## src/rtl/core/assert_macros.svh

```systemverilog
// ---------------------------------------------------------------------------
// Assertion macros
// Shared concurrent assertion forms for the sniffer RTL.
// ---------------------------------------------------------------------------
`ifndef ASSERT_MACROS_SVH
`define ASSERT_MACROS_SVH

// Same-cycle implication, disabled while reset is asserted.
`define CFS_ASSERT_IMPLY(label, clk, rst_n, ante, cons) \
    label: assert property (@(posedge clk) disable iff (!rst_n) (ante) |-> (cons)) \
        else $error("Assertion failed.");

// Next-cycle implication, disabled while reset is asserted.
`define CFS_ASSERT_NEXT(label, clk, rst_n, ante, cons) \
    label: assert property (@(posedge clk) disable iff (!rst_n) (ante) |=> (cons)) \
        else $error("Assertion failed.");

`endif

```

## src/rtl/core/cfs_pkg.sv

```systemverilog
// ---------------------------------------------------------------------------
// cfs_pkg
// Types, pattern tables and helpers for the content format sniffer.
// ---------------------------------------------------------------------------
package cfs_pkg;

    localparam int WIN  = 12;
    localparam int NSUB = 21;
    localparam int NPFX = 4;
    localparam int NANC = 3;
    localparam int PFX_MAXLEN = 5;
    localparam int ANC_MAXLEN = 9;

    // Substring pattern indexes.
    localparam int SUB_PLY_HDR_CLOSE = 0;
    localparam int SUB_FACET        = 1;
    localparam int SUB_OPENAPI_Q    = 2;
    localparam int SUB_OPENAPI_C    = 3;
    localparam int SUB_SWAGGER_Q    = 4;
    localparam int SUB_SWAGGER_C    = 5;
    localparam int SUB_STARTUML     = 6;
    localparam int SUB_INHERIT      = 7;
    localparam int SUB_GRAPHML      = 8;
    localparam int SUB_CREATE_TABLE = 9;
    localparam int SUB_SYNTAX       = 10;
    localparam int SUB_MESSAGE      = 11;
    localparam int SUB_BRACE        = 12;
    localparam int SUB_SCALAR       = 13;
    localparam int SUB_TYPE_QUERY   = 14;
    localparam int SUB_SCHEMA       = 15;
    localparam int SUB_ARROW_LONG   = 16;
    localparam int SUB_ARROW_DOT    = 17;
    localparam int SUB_ARROW_THICK  = 18;
    localparam int SUB_DIGRAPH      = 19;
    localparam int SUB_ARROW        = 20;

    // Prefix indexes.
    localparam int PFX_PDF   = 0;
    localparam int PFX_VOX   = 1;
    localparam int PFX_PLY   = 2;
    localparam int PFX_SOLID = 3;

    // Lead-anchored pattern indexes; the direction flag sits after them.
    localparam int ANC_DASH  = 0;
    localparam int ANC_FLOW  = 1;
    localparam int ANC_GRAPH = 2;
    localparam int ANC_DIR   = 3;

    // Patterns are right-aligned: the last character sits in bits [7:0].
    localparam logic [8*WIN-1:0] SUB_TEXT [NSUB] = '{
        "end\137header", "facet", "\"openapi\"", "openapi:",
        "\"swagger\"", "swagger:", "@startuml", "<|--",
        "<graphml", "create table", "syntax =", "message ",
        "{", "scalar ", "type Query", "schema {",
        "-->", "-.->", "==>", "digraph", "->"
    };

    localparam logic [3:0] SUB_LEN [NSUB] = '{
        4'd10, 4'd5, 4'd9, 4'd8, 4'd9, 4'd8, 4'd9, 4'd4,
        4'd8, 4'd12, 4'd8, 4'd8, 4'd1, 4'd7, 4'd10, 4'd8,
        4'd3, 4'd4, 4'd3, 4'd7, 4'd2
    };

    localparam logic [7:0] PFX_CHR [NPFX][PFX_MAXLEN] = '{
        '{"%", "P", "D", "F", "-"},
        '{"V", "O", "X", " ", 8'h00},
        '{"p", "l", "y", 8'h00, 8'h00},
        '{"s", "o", "l", "i", "d"}
    };

    localparam logic [2:0] PFX_LEN [NPFX] = '{3'd5, 3'd4, 3'd3, 3'd5};

    localparam logic [7:0] ANC_CHR [NANC][ANC_MAXLEN] = '{
        '{"-", "-", "-", 8'h00, 8'h00, 8'h00, 8'h00, 8'h00, 8'h00},
        '{"f", "l", "o", "w", "c", "h", "a", "r", "t"},
        '{"g", "r", "a", "p", "h", " ", 8'h00, 8'h00, 8'h00}
    };

    localparam logic [3:0] ANC_LEN [NANC] = '{4'd3, 4'd9, 4'd6};

    // Offset from the lead byte at which the second direction letter arrives.
    localparam logic [3:0] DIR_OFFSET = 4'd7;

    typedef enum logic [3:0] {
        FMT_UNKNOWN  = 4'd0,
        FMT_PDF      = 4'd1,
        FMT_VOX      = 4'd2,
        FMT_PLY      = 4'd3,
        FMT_STL      = 4'd4,
        FMT_OPENAPI  = 4'd5,
        FMT_JSON     = 4'd6,
        FMT_PLANTUML = 4'd7,
        FMT_GRAPHML  = 4'd8,
        FMT_XML      = 4'd9,
        FMT_YAML     = 4'd10,
        FMT_SQL      = 4'd11,
        FMT_PROTOBUF = 4'd12,
        FMT_GRAPHQL  = 4'd13,
        FMT_MERMAID  = 4'd14,
        FMT_DOT      = 4'd15
    } t_format_code;

    typedef struct packed {
        logic [WIN-1:0][7:0] recent;
        logic [2:0]          byte_pos;
        logic [NPFX-1:0]     prefix_flags;
        logic                glyph_seen;
        logic [7:0]          lead_char;
        logic [3:0]          lead_offset;
        logic [NANC:0]       lead_flags;
        logic [NSUB-1:0]     sub_flags;
    } t_sniff_state;

    function automatic logic [7:0] fold_upper(input logic [7:0] c);
        return (c >= "A" && c <= "Z") ? c + 8'd32 : c;
    endfunction

    function automatic logic is_blank(input logic [7:0] c);
        return c == " " || c == 8'h09 || c == 8'h0D || c == 8'h0A;
    endfunction

endpackage

```

## src/rtl/core/cfs_track.sv

```systemverilog
// ---------------------------------------------------------------------------
// cfs_track
// Sniffer state: byte window, sticky pattern flags and anchored matches.
// ---------------------------------------------------------------------------
`include "assert_macros.svh"

module cfs_track import cfs_pkg::*; (
    input  logic         i_clk,
    input  logic         i_rst_n,
    input  logic         i_en,
    input  logic [7:0]   i_byte,
    input  logic         i_has,
    input  logic         i_last,
    output t_sniff_state o_next
);

    t_sniff_state r_state;
    t_sniff_state n_state;

    always_comb begin
        logic [7:0] nb [WIN];
        logic [7:0] w;
        logic [7:0] pc;
        logic [7:0] ac;
        logic [3:0] k;
        logic       hit;
        logic       first;
        n_state = r_state;
        for (int j = 0; j < WIN; j++) begin
            nb[j] = 8'h00;
        end
        w     = 8'h00;
        pc    = 8'h00;
        ac    = 8'h00;
        k     = 4'd0;
        hit   = 1'b0;
        first = 1'b0;
        if (i_en && i_has) begin
            n_state.recent = {i_byte, r_state.recent[WIN-1:1]};
            for (int j = 0; j < WIN; j++) begin
                nb[j] = n_state.recent[WIN-1-j];
            end
            for (int p = 0; p < NSUB; p++) begin
                hit = 1'b1;
                for (int j = 0; j < WIN; j++) begin
                    if (4'(j) < SUB_LEN[p]) begin
                        w = (p == SUB_CREATE_TABLE) ? fold_upper(nb[j]) : nb[j];
                        if (w != SUB_TEXT[p][8*j +: 8]) begin
                            hit = 1'b0;
                        end
                    end
                end
                if (hit) begin
                    n_state.sub_flags[p] = 1'b1;
                end
            end
            for (int p = 0; p < NPFX; p++) begin
                pc = (r_state.byte_pos < 3'(PFX_MAXLEN)) ? PFX_CHR[p][r_state.byte_pos] : 8'h00;
                if (r_state.byte_pos < PFX_LEN[p] && i_byte != pc) begin
                    n_state.prefix_flags[p] = 1'b1;
                end
            end
            if (r_state.byte_pos != 3'd7) begin
                n_state.byte_pos = r_state.byte_pos + 3'd1;
            end
            first = !r_state.glyph_seen && !is_blank(i_byte);
            if (first) begin
                n_state.glyph_seen = 1'b1;
                n_state.lead_char  = i_byte;
            end
            k = first ? 4'd0 : r_state.lead_offset;
            if (r_state.glyph_seen || first) begin
                for (int a = 0; a < NANC; a++) begin
                    ac = (k < 4'(ANC_MAXLEN)) ? ANC_CHR[a][k] : 8'h00;
                    if (k < ANC_LEN[a] && i_byte != ac) begin
                        n_state.lead_flags[a] = 1'b1;
                    end
                end
                if (k == DIR_OFFSET) begin
                    if ((r_state.recent[WIN-1] == "T" && (i_byte == "D" || i_byte == "B")) ||
                        (r_state.recent[WIN-1] == "L" && i_byte == "R") ||
                        (r_state.recent[WIN-1] == "R" && i_byte == "L") ||
                        (r_state.recent[WIN-1] == "B" && i_byte == "T")) begin
                        n_state.lead_flags[ANC_DIR] = 1'b1;
                    end
                end
                n_state.lead_offset = (k != 4'd15) ? k + 4'd1 : k;
            end
        end
    end

    always_ff @(posedge i_clk) begin
        if (!i_rst_n) begin
            r_state <= '0;
        end else if (i_en && i_last) begin
            r_state <= '0;
        end else begin
            r_state <= n_state;
        end
    end

    assign o_next = n_state;

    `CFS_ASSERT_NEXT(a_clear_after_last, i_clk, i_rst_n, i_en && i_last, r_state.byte_pos == 3'd0 && !r_state.glyph_seen)
    `CFS_ASSERT_IMPLY(a_no_lead_without_glyph, i_clk, i_rst_n, !r_state.glyph_seen, r_state.lead_offset == 4'd0 && r_state.lead_char == 8'h00 && r_state.lead_flags == '0)
    `CFS_ASSERT_IMPLY(a_no_flags_without_bytes, i_clk, i_rst_n, r_state.byte_pos == 3'd0, r_state.sub_flags == '0 && r_state.prefix_flags == '0)

endmodule

```

## src/rtl/core/cfs_classify.sv

```systemverilog
// ---------------------------------------------------------------------------
// cfs_classify
// Priority selection of the format code from the sniffer state.
// ---------------------------------------------------------------------------
module cfs_classify import cfs_pkg::*; (
    input  t_sniff_state i_state,
    output t_format_code o_code
);

    logic [NPFX-1:0] w_pfx_ok;
    logic [NANC-1:0] w_anc_ok;
    logic [NSUB-1:0] w_sub;

    assign w_sub = i_state.sub_flags;

    always_comb begin
        for (int p = 0; p < NPFX; p++) begin
            w_pfx_ok[p] = !i_state.prefix_flags[p] && i_state.byte_pos >= PFX_LEN[p];
        end
        for (int a = 0; a < NANC; a++) begin
            w_anc_ok[a] = !i_state.lead_flags[a] && i_state.lead_offset >= ANC_LEN[a];
        end
    end

    always_comb begin
        if (i_state.byte_pos == 3'd0) begin
            o_code = FMT_UNKNOWN;
        end else if (w_pfx_ok[PFX_PDF]) begin
            o_code = FMT_PDF;
        end else if (w_pfx_ok[PFX_VOX]) begin
            o_code = FMT_VOX;
        end else if (w_pfx_ok[PFX_PLY] && w_sub[SUB_PLY_HDR_CLOSE]) begin
            o_code = FMT_PLY;
        end else if (w_pfx_ok[PFX_SOLID] && w_sub[SUB_FACET]) begin
            o_code = FMT_STL;
        end else if (!i_state.glyph_seen) begin
            o_code = FMT_UNKNOWN;
        end else if (w_sub[SUB_OPENAPI_Q] || w_sub[SUB_OPENAPI_C] ||
                     w_sub[SUB_SWAGGER_Q] || w_sub[SUB_SWAGGER_C]) begin
            o_code = FMT_OPENAPI;
        end else if (i_state.lead_char == "{" || i_state.lead_char == "[") begin
            o_code = FMT_JSON;
        end else if (w_sub[SUB_STARTUML] || w_sub[SUB_INHERIT]) begin
            o_code = FMT_PLANTUML;
        end else if (w_sub[SUB_GRAPHML]) begin
            o_code = FMT_GRAPHML;
        end else if (i_state.lead_char == "<") begin
            o_code = FMT_XML;
        end else if (w_anc_ok[ANC_DASH]) begin
            o_code = FMT_YAML;
        end else if (w_sub[SUB_CREATE_TABLE]) begin
            o_code = FMT_SQL;
        end else if (w_sub[SUB_SYNTAX] || (w_sub[SUB_MESSAGE] && w_sub[SUB_BRACE])) begin
            o_code = FMT_PROTOBUF;
        end else if (w_sub[SUB_SCALAR] || w_sub[SUB_TYPE_QUERY] || w_sub[SUB_SCHEMA]) begin
            o_code = FMT_GRAPHQL;
        end else if (w_anc_ok[ANC_FLOW] ||
                     (w_anc_ok[ANC_GRAPH] && i_state.lead_flags[ANC_DIR]) ||
                     w_sub[SUB_ARROW_LONG] || w_sub[SUB_ARROW_DOT] ||
                     w_sub[SUB_ARROW_THICK]) begin
            o_code = FMT_MERMAID;
        end else if (w_sub[SUB_DIGRAPH] || w_sub[SUB_ARROW] || w_anc_ok[ANC_GRAPH]) begin
            o_code = FMT_DOT;
        end else begin
            o_code = FMT_UNKNOWN;
        end
    end

endmodule

```

## src/rtl/core/content_format_sniffer_unit.sv

```systemverilog
// Throughput: one request per cycle while not stalled on a pending last request;
// the input register is followed by one pass of pattern compares and priority
// logic into the result register. A pending last request waits only while the
// result register is full and stalled. Reset is synchronous and active low; it
// clears the window, all flags and both valid bits. State also returns to reset
// after every request marked last.
// ---------------------------------------------------------------------------
// content_format_sniffer_unit
// Streams content bytes and reports a format code at the end of each content.
// ---------------------------------------------------------------------------
`include "assert_macros.svh"

module content_format_sniffer_unit import cfs_pkg::*; (
    input  logic       i_clk,
    input  logic       i_rst_n,
    input  logic       i_in_valid,
    output logic       o_in_stall,
    input  logic [7:0] i_data_byte,
    input  logic       i_has_byte,
    input  logic       i_is_last,
    output logic       o_out_valid,
    input  logic       i_out_stall,
    output logic [3:0] o_format_code
);

    logic         r_in_valid;
    logic [7:0]   r_data_byte;
    logic         r_has_byte;
    logic         r_is_last;
    logic         r_out_valid;
    t_format_code r_code;

    logic         w_out_free;
    logic         w_proc;
    logic         w_fire_last;
    t_sniff_state w_next;
    t_format_code w_code;

    assign w_out_free  = !r_out_valid || !i_out_stall;
    assign w_proc      = r_in_valid && (!r_is_last || w_out_free);
    assign w_fire_last = r_in_valid && r_is_last && w_out_free;
    assign o_in_stall  = r_in_valid && !w_proc;

    always_ff @(posedge i_clk) begin
        if (!i_rst_n) begin
            r_in_valid <= 1'b0;
        end else if (!o_in_stall) begin
            r_in_valid <= i_in_valid;
        end
    end

    always_ff @(posedge i_clk) begin
        if (i_in_valid && !o_in_stall) begin
            r_data_byte <= i_data_byte;
            r_has_byte  <= i_has_byte;
            r_is_last   <= i_is_last;
        end
    end

    cfs_track u_track (
        .i_clk   (i_clk),
        .i_rst_n (i_rst_n),
        .i_en    (w_proc),
        .i_byte  (r_data_byte),
        .i_has   (r_has_byte),
        .i_last  (r_is_last),
        .o_next  (w_next)
    );

    cfs_classify u_classify (
        .i_state (w_next),
        .o_code  (w_code)
    );

    always_ff @(posedge i_clk) begin
        if (!i_rst_n) begin
            r_out_valid <= 1'b0;
        end else if (w_fire_last) begin
            r_out_valid <= 1'b1;
        end else if (!i_out_stall) begin
            r_out_valid <= 1'b0;
        end
    end

    always_ff @(posedge i_clk) begin
        if (w_fire_last) begin
            r_code <= w_code;
        end
    end

    assign o_out_valid   = r_out_valid;
    assign o_format_code = r_code;

    `CFS_ASSERT_IMPLY(a_result_from_last, i_clk, i_rst_n, $rose(r_out_valid), $past(w_fire_last))
    `CFS_ASSERT_IMPLY(a_stall_only_on_last, i_clk, i_rst_n, o_in_stall, r_in_valid && r_is_last && r_out_valid)
    `CFS_ASSERT_NEXT(a_fire_sets_valid, i_clk, i_rst_n, w_fire_last, r_out_valid)

endmodule
```

## config.mk

```make
export PLATFORM = sky130hd
export DESIGN_NAME = content_format_sniffer_unit
export DESIGN_NICKNAME = d
export VERILOG_FILES = /design/src/rtl/core/cfs_pkg.sv /design/src/rtl/core/cfs_track.sv /design/src/rtl/core/cfs_classify.sv /design/src/rtl/core/content_format_sniffer_unit.sv
export VERILOG_INCLUDE_DIRS = /design/src /design/src/rtl/core
export SDC_FILE = /design/constraint.sdc
export NUM_CORES = 1
export LEC_CHECK = 0
export BUFFER_PORTS_ARGS = -buffer_cell sky130_fd_sc_hd__buf_2
export CAP_MARGIN = 20
export CORE_ASPECT_RATIO = 2
export CORE_UTILIZATION = 45
export CTS_CLUSTER_SIZE = 24
export DETAILED_ROUTE_END_ITERATION = 10
export SLEW_MARGIN = 25
export SYNTH_ARGS = -nofsm -noshare
export SYNTH_HDL_FRONTEND = slang
export SYNTH_SLANG_ARGS = --single-unit
```

## constraint.sdc

```tcl
create_clock -name i_clk -period 7.8 [get_ports i_clk]
set_input_delay 0.39 -clock i_clk [delete_from_list [all_inputs] [get_ports i_clk]]
set_output_delay 0.39 -clock i_clk [all_outputs]
set_load 0.1 [all_outputs]
```

==> results of run 1 <==
## worst paths after layout
kind / start / to / slack [ns] / cells after the start
setup / recovery: r_data_byte[0]$_DFFE_PP_ / o_format_code[0]$_SDFFCE_PP0P_ / 3.27 / 16
setup reg to reg: r_data_byte[0]$_DFFE_PP_ / o_format_code[0]$_SDFFCE_PP0P_ / 3.27 / 16
hold / removal: i_data_byte[2] / r_data_byte[2]$_DFFE_PP_ / 0.12 / 1
hold reg to reg: u_track.r_state[54]$_SDFFE_PP0P_ / u_track.r_state[54]$_SDFFE_PP0P_ / 0.45 / 2
## cell usage in the layout (no fill, tap or decap), drive strengths merged, types with 10 or more instances in the layout
cell type and count:
nor3 30, a21oi 130, nand2b 11, nand4 27
edfxtp 14, nand2 224, buf 26, o21ai 23
clkbuf 21, nor2b 24, inv 28, nor4b 16
ha 23, a31oi 18, dfxtp 135, nor3b 12
nand3 26, a41oi 10, nor2 111, nor4 31
## power by group through the flow
stage               clock network, mW  registers (mW)  logic, mW
global route                    0.847           0.804      0.124
finish                          0.806           0.803      0.115
CTS                             0.819           0.803      0.115
floorplan                           0           0.809     0.0870
detailed placement                  0           0.820      0.114
global placement                    0           0.819      0.114
## stage by stage
stage | std cells | power [mW] | hold slack [ns] | setup WS, ns
2_1_floorplan | 1117 | 0.8964 | 0.4200 | 4.274
3_3_place_gp | 1324 | 0.9327 | 0.4319 | 3.483
3_5_place_dp | 1324 | 0.9339 | 0.4414 | 3.326
4_1_cts | 1356 | 1.736 | 0.1105 | 3.330
5_1_grt | 1356 | 1.775 | 0.1174 | 2.966
6_report | 1356 | 1.724 | 0.1243 | 3.268
## state kept, by name, summed over array words and instances (netlist names)
signal	flops
o_format_code	4
o_out_valid	1
r_is_last	1
r_data_byte	8
r_in_valid	1
u_track.r_state	133
r_has_byte	1
## per-layer routing
layer	GRT usage (%)	share of wire [%]
met1	32.36	34
met2	58.00	52
met3	4.565	3.9
met4	31.48	9.8
met5	0	0
## final cells by class
type / count / area [sq um] / area share, %
multi-input cells: 867 / 5052 / 54.25
flip-flops and latches: 149 / 3123 / 33.53
clock buffers: 21 / 471.7 / 5.064
well taps: 255 / 319.1 / 3.426
repair buffers: 26 / 147.6 / 1.585
inverters: 27 / 101.3 / 1.088
clock inverters: 11 / 98.84 / 1.061
## cell families (layout without fill, tap and decap cells)
family	after synthesis	count (layout)	share of synthesized area [%]
simple gates	579	579	34.84
buf+inv	101	85	4.793
xor+xnor	12	12	1.228
flops	149	149	36.48
compound gates	244	244	18.19
fa+ha+maj	24	24	3.478
mux	8	8	0.9937
## cells in the mapped netlist (7+ instances only)
master,n,area (sq um)
sky130_fd_sc_hd__nand4_1,26,162.7
sky130_fd_sc_hd__a31oi_1,17,106.4
sky130_fd_sc_hd__buf_1,9,33.78
sky130_fd_sc_hd__dfxtp_1,135,2703
sky130_fd_sc_hd__nand4b_1,8,70.07
sky130_fd_sc_hd__a41oi_1,10,87.58
sky130_fd_sc_hd__nor2b_1,23,143.9
sky130_fd_sc_hd__nor3_1,29,145.1
sky130_fd_sc_hd__edfxtp_1,14,420.4
sky130_fd_sc_hd__inv_1,26,97.59
sky130_fd_sc_hd__or4_1,7,52.55
sky130_fd_sc_hd__and3_1,8,50.05
sky130_fd_sc_hd__ha_1,23,287.8
sky130_fd_sc_hd__nand2b_1,11,68.82
sky130_fd_sc_hd__nor3b_1,10,75.07
sky130_fd_sc_hd__o22ai_1,7,43.79
sky130_fd_sc_hd__o21ai_0,20,100.1
sky130_fd_sc_hd__nor4_1,30,187.7
sky130_fd_sc_hd__nor2_1,109,409.1
sky130_fd_sc_hd__o21a_1,7,52.55
sky130_fd_sc_hd__nor4b_1,15,131.4
sky130_fd_sc_hd__mux2i_1,7,70.07
sky130_fd_sc_hd__a21oi_1,128,640.6
sky130_fd_sc_hd__nand2_1,223,837.1
sky130_fd_sc_hd__clkbuf_1,55,206.5
sky130_fd_sc_hd__nand3_1,25,125.1
## worst max-delay path: stages (launching register included)
cell and delay, ns:
sky130_fd_sc_hd__edfxtp_1 0.98, sky130_fd_sc_hd__nor2b_4 0.39, sky130_fd_sc_hd__o2111ai_4 0.25, sky130_fd_sc_hd__nand2_2 0.21, sky130_fd_sc_hd__nand2_1 0.15, sky130_fd_sc_hd__inv_1 0.10, sky130_fd_sc_hd__ha_1 0.27, sky130_fd_sc_hd__inv_1 0.11
sky130_fd_sc_hd__ha_1 0.28, sky130_fd_sc_hd__inv_1 0.03, sky130_fd_sc_hd__nor4_1 0.45, sky130_fd_sc_hd__a211oi_4 0.11, sky130_fd_sc_hd__o21a_1 0.15, sky130_fd_sc_hd__o41ai_2 0.32, sky130_fd_sc_hd__o21bai_1 0.18, sky130_fd_sc_hd__a211o_1 0.21
sky130_fd_sc_hd__a221oi_2 0.07
==> results list, run 1 <==
- Outcome: finished clean
- For this run, design rule violations remaining after detail routing come to 0.
- Antenna violation net count after detailed routing: 0
- Root buffer cell: sky130_fd_sc_hd__clkbuf_16
- Clock skew on the completed layout was measured at 0.009089 ns.
- Dpl hpwl: ~23,000 um
- Maximum achievable frequency: ~220 MHz
* Net Sw Frac: 25.76%
- The clock passes through at most 2 buffers.
* Avg Synthesized Cell Area: roughly 7.7 sq um
- Number of antenna violations at the first check in global routing: 0
* Net switching power: 0.4442 mW
* Flip-flop and latch count after synthesis: around 150
* Class of the tightest hold or removal check: primary input to flop
* Placed Instance Area: 0.008737 sq mm
- In this run the worst path has a maximum fanout of 23.
- Nets: 1,125
- Post-Route Setup TNS: 0 ns
* IO Count: 20
- EDFF count, synth: 14
- Placeable core region: about 0.019 sq mm
- Wire length of the first global-routing pass: about 47,000 um
* CTS Buf Count: 17
* Clock input transition at the sequential cells of the worst setup and hold paths: 0.07 ns
- RSZ-0062 raised after global routing: no
- After global routing the overflow that remains totals 0.
- After clock tree synthesis, the repair step resized 0 gates.
- After detailed routing, the number of vias per cell comes to 6.138.
* Core Rows: 71
* Global placement routability congestion: between 0.9 and 1
* Req. time, crit path: about 8 ns
- Total of warnings raised by yosys: 0
* First-pass DRT Iterations: 5
- Power spread over the standard cell area amounts to ~190 mW/mm^2.
- TritonCTS built the clock tree.
- CTS H-tree lvls: 4
* Cell Area, Synth: 0.008562 sq mm
- Counting flops with an async set or reset pin after synthesis yields a share of 0%.
- Setup violations remaining at the end of the flow were counted as 0.
- Combinational fraction of design power: under 10%
* Clock latency reported for the late side of the worst-skew pair: approximately 0.44 ns
- Fill cell total of the finished layout: 1,884
- The floorplan step set the die height to 197.1 um.
* Transition at the pin with the smallest max-transition slack: roughly 0.95 ns
- In this run the post-CTS setup repair buffer count came out at 0.
- Fin crit period: roughly 4.5 ns
- Number of global-route vias before repair: between 7,000 and 8,000
* Total of hold buffers inserted after clock tree synthesis: 0
- In this run the horizontal extent of the chip is 99.54 um.
- Post-detailed-route wirelength per cell: ~23 um
* Largest net degree at the start of global routing: 87
- Startpoint kind of the worst setup timing path: flop
- Count of max-cap constraint violations: 0
- Headroom to the max-slew limit: 35.83%
- In the synthesized netlist the dominant register cell turns out to be sky130_fd_sc_hd__dfxtp_1.
* Final hold vios: 0
* CP Data Arrival Time: between 4 and 5 ns
- The finished cells cover roughly 0.0093 sq mm.
* Initial Utilization: between 40% and 50%
* Net count after synthesis: approximately 1,200
- Sequential-to-total area share from yosys stat: around 36%
- The worst setup path is of the flop to flop kind.
* Worst VDD drop: 0.2014 mV
- Proportion of power drawn by flip-flops and latches: a little under half
* Final cycle utilization of the critical path: about three fifths
- Buffers placed on the I/O ports in this run total 19.
* Total routed wirelength: around 31,000 um
- The first routing iteration left approximately 640 violations.
- Across all layers, the routed design uses 8,323 vias.
- In this run the static leakage power is 3.077 nW.
- The internal power of the cells totals between 1 and 1.5 mW.
- CP Capture Type: flop
- Core utilization of the finished layout: about half
- Count of cell types in the netlist: 94
- The cell count after synthesis came out at around 1,100.
* Max Slew Vio Count: 0
- The number of antenna diodes in the final layout is 0.
- Global routing usage summed across all routing layers: roughly a third
- Per report_power, the clock group accounts for around 47% of the total.
- Counting every sink on the clock net gives between 100 and 150.
- Area overhead of the layout relative to synthesis: 8.783%
- Area of the die: approximately 0.020 sq mm
- Fraction of layout instances using a drive strength above 1: approximately 8.7%
Note: power is estimated with default switching activity, not from simulation.
==> run 2: changes to the inputs <==
--- a/config.mk
+++ b/config.mk
@@ -6,6 +6,7 @@
 export SDC_FILE = /design/constraint.sdc
 export NUM_CORES = 1
 export LEC_CHECK = 0
+export ABC_AREA = 1
 export BUFFER_PORTS_ARGS = -buffer_cell sky130_fd_sc_hd__buf_2
 export CAP_MARGIN = 20
 export CORE_ASPECT_RATIO = 2
==> constraint.sdc (replaced) <==
create_clock -name i_clk -period 4.38 [get_ports i_clk]
set_input_delay 0.219 -clock i_clk [delete_from_list [all_inputs] [get_ports i_clk]]
set_output_delay 0.219 -clock i_clk [all_outputs]
set_load 0.1 [all_outputs]
==> results list, run 2 <==
- The launch point of the worst reg-to-reg path is r_data_byte[7]$_DFFE_PP_ (was r_data_byte[0]$_DFFE_PP_).
- The die outline area is 0.01916 sq mm (was 0.01962 sq mm).
- Routed via count divided by cell count: 5.825 (was 6.138)
- Power share of the clock group: 45.9% (was 46.7%)
* Net count after synthesis: 1,250 (was 1,154)
- The total grt overflow came to 0 (unchanged).
- RSZ-0062 raised after global routing: no (unchanged).
* TritonCTS Sinks: 149 (unchanged)
* Antenna violation net count after detailed routing: 0 (unchanged)
* Flip-flop and latch count after synthesis: 149 (unchanged)
* Min-Delay Path Depth: 3 (was 1)
- The share of the core filled with cells is 51.35% (was 49.69%).
- Maximum count of clock buffers along a single path: 2 (unchanged)
- Count of buffers inserted at the top-level ports: 19 (unchanged)
- Outcome: finished clean (unchanged)
* Post-detailed-route wirelength per cell: 21.95 um (was 23.11 um)
- The boundary pin count is 20 (unchanged).
* Total inserted antenna cells: 0 (unchanged)
- CTS Buf Count: 17 (unchanged)
- Max Slew Vio Count: 0 (unchanged)
- The async set-reset flop share out of synthesis came to 0% (unchanged).
- The destination of the worst register-to-register timing path was o_format_code[1]$_SDFFCE_PP0P_ (was o_format_code[0]$_SDFFCE_PP0P_).
- The worst slew margin relative to its limit came to 35.50% (was 35.83%).
- Proportion of power drawn by flip-flops and latches: 43.4% (was 46.6%)
* Commonest register cell after synthesis: sky130_fd_sc_hd__dfxtp_1 (unchanged)
* Fraction of layout instances using a drive strength above 1: 7.958% (was 8.719%)
- Number of global-route vias before repair: 8,449 (was 7,983)
- Fin crit period: 3.962 ns (was 4.532 ns)
- The count of standard-cell rows is 70 (was 71).
- The per-instance average area after synthesis is 6.892 sq um (was 7.665 sq um).
- Wire length of the first global-routing pass: 48,100 um (was 47,240 um)
* Initial Utilization: 45.89% (was 45.68%)
- The standby leakage power came to 3.746 nW (was 3.077 nW).
- The combined area of all synthesized cells came to 0.008361 sq mm (was 0.008562 sq mm).
* Crit path max fanout: 10 (was 23)
- The number of cells produced by synthesis came to 1,213 (was 1,117).
* Post-Route Setup TNS: 0 ns (unchanged)
- Sequential-to-total area share from yosys stat: 37.35% (was 36.48%)
- Count of cell types in the netlist: 52 (was 94)
* Area overhead of the layout relative to synthesis: 11.90% (was 8.783%)
- The top register by number of flip-flops is u_track.r_state (unchanged).
- Clock tree from TritonCTS: built (unchanged)
- The number of max-cap violations is 0 (unchanged).
* Length in cells of the worst reg-to-reg path: 19 (was 16)
- The start point of the worst hold path is i_in_valid (was i_data_byte[2]).
* Share of the synthesized area in the top cell type: 32.33% (was 31.57%)
* Class of the tightest hold or removal check: primary input to flop (unchanged)
* Ranking of synthesized cells by instance count: sky130_fd_sc_hd__nand2_1 (175), sky130_fd_sc_hd__inv_1 (169), sky130_fd_sc_hd__nor2_1 (159), sky130_fd_sc_hd__dfxtp_1 (135), sky130_fd_sc_hd__a21oi_1 (113) (was sky130_fd_sc_hd__nand2_1 (223), sky130_fd_sc_hd__dfxtp_1 (135), sky130_fd_sc_hd__a21oi_1 (128), sky130_fd_sc_hd__nor2_1 (109), sky130_fd_sc_hd__clkbuf_1 (55))
- The routability congestion estimate from global placement came to 1.017 (was 0.9999).
- Req. time, crit path: 4.56 ns (was 7.98 ns)
- The number of flops mapped to enable cells by yosys came to 14 (unchanged).
- Max FFs per register: 133 (unchanged)
- The depth of the CTS H-tree is 4 (unchanged).
- The global routing usage summed across all routing layers is 34.44% (was 32.91%).
- Vias after detailed routing: 8,504 (was 8,323)
- Combinational fraction of design power: 10.6% (was 6.7%)
- Clock latency reported for the late side of the worst-skew pair: 0.44 ns (about the same)
- Final cycle utilization of the critical path: 90.46% (was 58.11%)
* Largest net degree at the start of global routing: 84 (was 87)
* Transition at the pin with the smallest max-transition slack: 0.9615 ns (was 0.9492 ns)
- Top cells by area, synth: sky130_fd_sc_hd__dfxtp_1 (32%), sky130_fd_sc_hd__nand2_1 (7.9%), sky130_fd_sc_hd__inv_1 (7.6%) (was sky130_fd_sc_hd__dfxtp_1 (32%), sky130_fd_sc_hd__nand2_1 (9.8%), sky130_fd_sc_hd__a21oi_1 (7.5%)).
- Endpoint of the worst hold path: r_in_valid$_SDFFE_PN0N_ (was r_data_byte[2]$_DFFE_PP_)
* Total internal power: 2.509 mW (was 1.280 mW)
- The worst path arrival time was 4.14 ns (was 4.72 ns).
* Most repeated cell in the gate-level netlist after synthesis: sky130_fd_sc_hd__nand2_1 (unchanged)
- The clock tree root buffer cell is sky130_fd_sc_hd__clkbuf_16 (unchanged).
* Maximum achievable frequency: 252.4 MHz (was 220.6 MHz)
- The minimum setup slack among reg-to-reg paths is 0.42 ns (was 3.27 ns).
- Net switching power: 0.9035 mW (was 0.4442 mW)
* Worst VDD drop: 0.2674 mV (was 0.2014 mV)
- Final setup violation count: 0 (unchanged)
- The die extent in y was 194.8 um (was 197.1 um).
- Horizontal die dimension: 98.38 um (was 99.54 um)
- The total length of routed wires is 32,050 um (was 31,340 um).
- The kind of end point of the critical path is a flop (unchanged).
- The number of hold violations in the final report came to 0 (unchanged).
- The final setup skew is 0.01170 ns (was 0.009089 ns).
* Count of unresolved DRC violations after routing: 0 (unchanged)
- The count of warnings emitted by yosys came to 0 (unchanged).
- Top cell type by total area after synthesis: sky130_fd_sc_hd__dfxtp_1 (unchanged)
* Net Sw Frac: 26.48% (was 25.76%)
- Commonest non-fill, non-tap cells in the layout: sky130_fd_sc_hd__nand2_1 (174), sky130_fd_sc_hd__inv_1 (169), sky130_fd_sc_hd__nor2_1 (157) (was sky130_fd_sc_hd__nand2_1 (223), sky130_fd_sc_hd__dfxtp_1 (135), sky130_fd_sc_hd__a21oi_1 (128)).
* Setup CP Type: flop to flop (unchanged)
* Startpoint kind of the worst setup timing path: flop (unchanged)
* Dpl hpwl: 24,760 um (was 23,290 um)
- The number of detailed-routing iterations run before antenna repair is 7 (was 5).
- Placeable core region: 0.01822 sq mm (was 0.01874 sq mm)
- Pwr per Cell Area: 364.7 mW/mm^2 (was 185.1 mW/mm^2)
- Most frequent standard cell in the layout excluding fill and tap cells: sky130_fd_sc_hd__nand2_1 (unchanged)
- The net count of the finished layout came to 1,268 (was 1,125).
- The initial antenna violation count is 0 (unchanged).
* Clock input transition at the sequential cells of the worst setup and hold paths: 0.07 ns (about the same)
- The number of DRC markers after the initial detailed-route iteration was 437 (was 638).
run 2: cell types whose count changed after synthesis, sizes merged, moves of 21 or more:
cell,change
inv,+152
nand3,+32
nor2b,-24
clkbuf,-21
o21ai,+78
nand2,-38
nor2,+52
run 2: how the worst max path moves through the flow:
stage	start	endpoint	slack (ns)	depth (start not counted)
after CTS	r_data_byte[7]$_DFFE_PP_	o_format_code[1]$_SDFFCE_PP0P_	0.39	19
final	r_data_byte[7]$_DFFE_PP_	o_format_code[1]$_SDFFCE_PP0P_	0.42	19
after floorplan	o_out_valid$_SDFFE_PN0P_	r_data_byte[0]$_DFFE_PP_	1.01	3
after global routing	r_data_byte[6]$_DFFE_PP_	o_format_code[0]$_SDFFCE_PP0P_	0.05	28
after global placement	r_data_byte[7]$_DFFE_PP_	o_format_code[1]$_SDFFCE_PP0P_	0.53	19
after detailed placement	r_data_byte[7]$_DFFE_PP_	o_format_code[1]$_SDFFCE_PP0P_	0.44	19
run 2: kinds of logic after synthesis:
family | count (synthesis) | synth area share (%)
XOR/XNOR | 12 | 1.257
AO/OA/AOI/OAI | 253 | 16.52
AND/OR/NAND/NOR | 552 | 30.65
buffers and inverters | 224 | 10.78
flip-flops | 149 | 37.35
adder cells (fa/ha/maj) | 23 | 3.442
run 2: cell type report:
type	instances	area [sq um]
flip-flops and latches	149	3123
fillers	1835	8862
inverters	180	690.7
clock inverters	10	152.6
repair buffers	43	300.3
well taps	216	270.3
multi-input cells	840	4354
clock buffers	22	464.2
run 2: power groups by stage:
stage / Sequential, mW / Clock (mW) / Combinational (mW)
2_1_floorplan: 1.49 / 0 / 0.244
3_3_place_gp: 1.51 / 0 / 0.346
3_5_place_dp: 1.51 / 0 / 0.347
4_1_cts: 1.48 / 1.58 / 0.356
5_1_grt: 1.49 / 1.64 / 0.399
6_report: 1.48 / 1.57 / 0.363
run 2: metal layers:
layer / part of all wire, % / track usage, %
met1: 33 / 31.23
met2: 53 / 63.80
met3: 3.5 / 5.250
met4: 10 / 32.12
met5: 0 / 0
run 2: critical path, cell delays in order (launching register included):
cell and delay (ns):
sky130_fd_sc_hd__edfxtp_1 0.55, sky130_fd_sc_hd__inv_2 0.13, sky130_fd_sc_hd__nand2_2 0.08, sky130_fd_sc_hd__nor2_2 0.20, sky130_fd_sc_hd__nand2_2 0.14, sky130_fd_sc_hd__nand3_4 0.21, sky130_fd_sc_hd__nand2_1 0.18, sky130_fd_sc_hd__inv_1 0.20
sky130_fd_sc_hd__ha_1 0.31, sky130_fd_sc_hd__inv_1 0.11, sky130_fd_sc_hd__ha_1 0.34, sky130_fd_sc_hd__o21ai_1 0.24, sky130_fd_sc_hd__a21oi_1 0.11, sky130_fd_sc_hd__nand3_1 0.11, sky130_fd_sc_hd__nand3_1 0.09, sky130_fd_sc_hd__o21ai_0 0.15
sky130_fd_sc_hd__nand3_1 0.11, sky130_fd_sc_hd__a31o_2 0.22, sky130_fd_sc_hd__a31oi_1 0.14, sky130_fd_sc_hd__nor2_1 0.06
run 2: stage by stage:
step	setup slack, ns	area (sq um)	hold WS [ns]	total power, mW	std cells
floorplan	1.009	8361	0.3179	1.738	1213
global placement	0.5278	8636	0.3963	1.855	1418
detailed placement	0.4353	8638	0.3981	1.858	1418
CTS	0.3894	9355	0.007816	3.422	1460
global route	0.04960	9355	0.03475	3.530	1460
finish	0.4177	9355	0.01100	3.412	1460
run 2: repair_timing:
item	4_1_cts	5_1_grt
endpoints found under the hold margin	10	0
hold buffers	10	0
setup endpoints to repair	0	1
setup buffers	0	0
gates resized for setup	0	1
